--- src/rtl/core/assert_macros.svh ---
// Concurrent assertion helpers, sampled on clk_i and off while rst_ni is low.
`ifndef ASSERT_MACROS_SVH
`define ASSERT_MACROS_SVH

`ifndef SYNTH

`define ASSERT_CLK(lbl, prop) \
  lbl: assert property (@(posedge clk_i) disable iff (!rst_ni) prop) \
    else $error("assertion failed");

`define ASSERT_NEVER(lbl, expr) \
  `ASSERT_CLK(lbl, !(expr))

`else

`define ASSERT_CLK(lbl, prop)

`define ASSERT_NEVER(lbl, expr)

`endif

`endif

--- src/rtl/core/eti_pkg.sv ---
`timescale 1ns / 1ps

package eti_pkg;

  localparam int PROG_DEPTH  = 4096;
  localparam int TAPE_DEPTH  = 32768;
  localparam int STACK_DEPTH = 256;

  localparam int PROG_AW  = $clog2(PROG_DEPTH);
  localparam int TAPE_AW  = $clog2(TAPE_DEPTH);
  localparam int STACK_AW = $clog2(STACK_DEPTH);
  localparam int LVL_W    = $clog2(STACK_DEPTH + 1);
  localparam int PC_W     = 13;
  localparam int NEST_W   = 12;

  localparam logic [NEST_W-1:0]  NEST_MAX = '1;
  localparam logic [TAPE_AW-1:0] TP_MAX   = TAPE_AW'(TAPE_DEPTH - 1);
  localparam logic [PC_W-1:0]    PROG_MAX = PC_W'(PROG_DEPTH);
  localparam logic [LVL_W-1:0]   LVL_MAX  = LVL_W'(STACK_DEPTH);

  localparam logic [7:0] CH_RIGHT = 8'h3E;  // '>'
  localparam logic [7:0] CH_LEFT  = 8'h3C;  // '<'
  localparam logic [7:0] CH_INC   = 8'h2B;  // '+'
  localparam logic [7:0] CH_DEC   = 8'h2D;  // '-'
  localparam logic [7:0] CH_OUT   = 8'h2E;  // '.'
  localparam logic [7:0] CH_IN    = 8'h2C;  // ','
  localparam logic [7:0] CH_OPEN  = 8'h5B;  // '['
  localparam logic [7:0] CH_CLOSE = 8'h5D;  // ']'

  localparam logic KIND_LOAD = 1'b0;
  localparam logic KIND_STEP = 1'b1;

  typedef struct packed {
    logic       kind;
    logic [7:0] byte_req;
  } in_word_t;

  typedef struct packed {
    logic            out_valid;
    logic [7:0]      out_byte;
    logic            took_input;
    logic            halted;
    logic            overflowed;
    logic [PC_W-1:0] step_position;
  } out_word_t;

  typedef struct packed {
    logic clear;
    logic capture;
    logic commit;
  } ctrl_cmd_t;

  typedef struct packed {
    logic clear_done;
  } dp_sts_t;

endpackage

--- src/rtl/core/eti_ctrl.sv ---
`timescale 1ns / 1ps

module eti_ctrl (
  input  logic               clk_i,
  input  logic               rst_ni,
  input  logic               in_valid_i,
  output logic               in_ready_o,
  input  logic               out_ready_i,
  output logic               out_valid_o,
  input  eti_pkg::dp_sts_t   sts_i,
  output eti_pkg::ctrl_cmd_t cmd_o
);

  localparam logic [1:0] ST_CLEAR = 2'd0;
  localparam logic [1:0] ST_IDLE  = 2'd1;
  localparam logic [1:0] ST_EXEC  = 2'd2;

  logic [1:0] state_q, state_d;
  logic       out_valid_q, out_valid_d;
  logic       slot_free;

  assign slot_free     = !out_valid_q || out_ready_i;
  assign in_ready_o    = (state_q == ST_IDLE);
  assign out_valid_o   = out_valid_q;
  assign cmd_o.clear   = (state_q == ST_CLEAR);
  assign cmd_o.capture = in_valid_i && in_ready_o;
  assign cmd_o.commit  = (state_q == ST_EXEC) && slot_free;

  always_comb begin
    state_d     = state_q;
    out_valid_d = out_valid_q && !out_ready_i;
    case (state_q)
      ST_CLEAR: begin
        if (sts_i.clear_done) state_d = ST_IDLE;
      end
      ST_IDLE: begin
        if (cmd_o.capture) state_d = ST_EXEC;
      end
      ST_EXEC: begin
        // hold until the result register can take the new word
        if (slot_free) begin
          state_d     = ST_IDLE;
          out_valid_d = 1'b1;
        end
      end
      default: state_d = ST_CLEAR;
    endcase
  end

  always_ff @(posedge clk_i or negedge rst_ni) begin
    if (!rst_ni) begin
      state_q     <= ST_CLEAR;
      out_valid_q <= 1'b0;
    end else begin
      state_q     <= state_d;
      out_valid_q <= out_valid_d;
    end
  end

endmodule

--- config.mk ---
export PLATFORM = sky130hd
export DESIGN_NAME = eti_ctrl
export DESIGN_NICKNAME = d
export VERILOG_FILES = /design/src/rtl/core/assert_macros.svh /design/src/rtl/core/eti_pkg.sv /design/src/rtl/core/eti_ctrl.sv
export SDC_FILE = /design/constraint.sdc
export NUM_CORES = 1
export LEC_CHECK = 0
export ABC_AREA = 1
export BUFFER_PORTS_ARGS = -buffer_cell sky130_fd_sc_hd__buf_2
export CORE_AREA = 10 10 47 49
export CTS_BUF_LIST = sky130_fd_sc_hd__clkbuf_4
export CTS_CLUSTER_DIAMETER = 40
export DETAILED_ROUTE_END_ITERATION = 10
export DIE_AREA = 0 0 57 59
export GPL_ROUTABILITY_DRIVEN = 0
export GPL_TIMING_DRIVEN = 0
export HOLD_SLACK_MARGIN = 0.02
export PLACE_DENSITY = 0.32
export SETUP_SLACK_MARGIN = 0.02
export SLEW_MARGIN = 25
export SYNTH_ARGS = -nofsm -noshare
export SYNTH_HDL_FRONTEND = slang
export SYNTH_SLANG_ARGS = --single-unit
--- constraint.sdc ---
create_clock -name clk_i -period 2.1 [get_ports clk_i]
set_clock_uncertainty 0.1 [all_clocks]
set_input_delay 0.21 -clock clk_i [delete_from_list [all_inputs] [get_ports clk_i]]
set_output_delay 0.21 -clock clk_i [all_outputs]
set_load 0.01 [all_outputs]
==> impl_metrics.env <==
export IMPL_root_buffer="clkbuf_4"
export IMPL_synth_area_leaders="dfrtp_1, inv_1, nor2_1"
export IMPL_crit_required_ns=1.79
export IMPL_cts_tree="built"
export IMPL_grt_max_degree=5
export IMPL_cp_slowest_cell="dfrtp_1"
export IMPL_grt_pass1_vias=171
export IMPL_cp_arrival_ns=1.03
export IMPL_cts_resized_gates=0
export IMPL_status="finished, final reports clean"
export IMPL_synthTopCellsByCount="inv_1, nor2_1, nand2_1"
export IMPL_synthDistinctLibCells=7
export IMPL_path_clk_slew_ns=0.04
export IMPL_worstPathMaxFanout=4
export IMPL_syn_instance_count=22
export IMPL_synth_top_area_share_pct=48.4
export IMPL_hold_violations=0
export IMPL_clock_path_buffers=2
export IMPL_syn_num_nets=27
export IMPL_drtIter0Drc=4
export IMPL_core_area_sq_um=1400
export IMPL_areaGrowthSynthToFinish_pct=67.7
export IMPL_synth_most_common_cell="inv_1"
export IMPL_tns_ns=0
export IMPL_hold_class="in2reg"
export IMPL_grt_first_pass_wirelength_um=710
export IMPL_post_dp_cell_area_sq_um=220
export IMPL_overflow=0
export IMPL_yosys_area_top_type="dfrtp_1"
export IMPL_syn_area_sq_um=155
export IMPL_grt_busiest_layer="met3"
export IMPL_critPathKind="reg2out"
export IMPL_relSlewSlack_pct=88.9
export IMPL_ys_seq_elements=3
export IMPL_critPathLaunch="state_q[0]$_DFFE_PN0P_"
export IMPL_cp_end_kind="output port"
export IMPL_die_x_um=57
export IMPL_p_seq_share_pct=28.8
export IMPL_drtPass1Iterations=2
export IMPL_place_hpwl_um=369
export IMPL_timing_final_crit_share_pct=63.9
export IMPL_grt_met2_usage_pct=2.17
export IMPL_p_sw_share_pct=37.1
export IMPL_holdPathStages=2
export IMPL_finalSetupViolCount=0
export IMPL_crit_path_cell_trace="nor2_2 > inv_1 > nor2_1 > buf_2"
export IMPL_antenna_left=0
export IMPL_rows=14
export IMPL_cts_hold_buf=1
export IMPL_irDropWorstVdd_mv=0.427
export IMPL_rsz0062_at_grt="no"
export IMPL_post_drt_wl_per_cell_um=8.37
export IMPL_routed_wl_um=435
export IMPL_dr_total_vias=162
export IMPL_reg2reg_depth=4
export IMPL_htree_levels=1
export IMPL_met1_usage_pct=3.22
export IMPL_routed_via_density=3.12
export IMPL_power_frac_clock_pct=32.0
export IMPL_timing_rr_end="state_q[0]$_DFFE_PN0P_"
export IMPL_yosysSeqAreaShare_pct=48.4
export IMPL_antenna_found_initial=0
export IMPL_fmaxAchievable_ghz=0.745
export IMPL_intPower_uw=226
export IMPL_worstMarginPinSlew_ns=0.164
export IMPL_p_switching_uw=133
export IMPL_regToRegSetupSlack_ns=1.17
export IMPL_use_met3_pct=4.94
export IMPL_combPwrFrac_pct=39.2
export IMPL_final_cell_area_sq_um=260
export IMPL_drive_above_1_share_pct=38.9
export IMPL_power_density_nw_per_um2=1380
export IMPL_synth_edf_count=0
export IMPL_r2r_start="state_q[0]$_DFFE_PN0P_"
export IMPL_hold_slack_ns=0.101
export IMPL_synth_area_per_cell_sq_um=7.05
export IMPL_io_buffers=9
export IMPL_async_reset_ff_share_pct=100
export IMPL_synth_ff_type="dfrtp_1"
export IMPL_diodes=0
export IMPL_period_needed_ns=1.34
export IMPL_max_cap_violations=0
export IMPL_initial_core_util_pct=11.1
export IMPL_die_h_um=59
export IMPL_dieArea_sq_um=3360
export IMPL_post_cts_repair_setup_buffers=0
export IMPL_slowest_delay_ns=0.40
export IMPL_nets=42
export IMPL_track_usage_pct=3.03
export IMPL_insertion_delay_ns=0.23
export IMPL_min_delay_start="out_ready_i"
export IMPL_yosys_warnings=0
export IMPL_holdPathEnd="out_valid_o$_DFF_PN0_"
export IMPL_cts_sinks=3
export IMPL_cts_buffers=3
export IMPL_maxSlewViolCount=0
export IMPL_critPathLaunchType="register"
export IMPL_pin_count=10
export IMPL_leakagePower_nw=0.153
export IMPL_drc_errors=0
worst max-delay path by stage:
| stage | endpoint | slack, ns | cells past startpoint |
|---|---|---|---|
| 3_3_place_gp | cmd_o[1] | 0.99 | 4 |
| 4_1_cts | cmd_o[0] | 0.75 | 4 |
| 3_5_place_dp | cmd_o[0] | 1.0 | 4 |
| 5_1_grt | cmd_o[0] | 0.67 | 5 |
| 2_1_floorplan | cmd_o[0] | 1.08 | 3 |
| 6_report | cmd_o[0] | 0.76 | 4 |
power groups by stage:
stage	sequential [mW]	clock, mW	combinational (mW)
detailed placement	0.105	0	0.144
finish	0.104	0.115	0.141
global route	0.108	0.127	0.162
global placement	0.106	0	0.146
floorplan	0.106	0	0.0817
CTS	0.104	0.119	0.146
per-layer routing:
layer | up-vias | wire, um
met5 | - | 0
met2 | 12 | 112
met3 | 0 | 101
li1 | 90 | -
met1 | 60 | 221
met4 | 0 | 0
registers in the layout (all words and copies together) (netlist names):
name	count
state_q	2
out_valid_o	1
cells by family after synthesis:
group | count (synthesis) | share of synthesized area, %
buffers and inverters | 6 | 14.5
and+or+nand+nor | 10 | 25.8
AOI/OAI and AO/OA | 3 | 11.3
DFF | 3 | 48.4
worst max-delay path: cells and delay by family (launching register included):
kind                   cells  cell delay, ns
buffers and inverters      2            0.19
AND/OR/NAND/NOR            2            0.21
flip-flops                 1            0.40
final cells by class:
type / instances / area (sq um)
Inverter: 6 / 22.5
Clock buffer: 4 / 30.0
Tap cell: 16 / 20.0
Sequential cell: 3 / 75.1
Fill cell: 168 / 1140
Timing Repair Buffer: 10 / 55.1
Multi-Input combinational cell: 13 / 57.6
layout by cell type, fill, tap and decap left out:
cell	synthesis	routed
buf_2	0	9
inv_1	6	6
nor2_1	5	5
nand2_1	4	4
clkbuf_4	0	4
dfrtp_1	3	3
o21ai_0	2	2
nor2_2	1	1
o21a_1	1	1
dlygate4sd3_1	0	1
through the flow:
| step | cells | setup slack [ns] | utilization [%] | power, mW |
|---|---|---|---|---|
| after floorplan | 22 | 1.08 | - | 0.188 |
| after global placement | 47 | 0.992 | 15.7 | 0.253 |
| after detailed placement | 47 | 0.999 | 15.7 | 0.249 |
| after CTS | 52 | 0.746 | 18.6 | 0.369 |
| after global routing | 52 | 0.668 | 18.6 | 0.397 |
| final | 52 | 0.757 | 18.6 | 0.359 |
No activity file was read; power rests on OpenSTA's default activity.
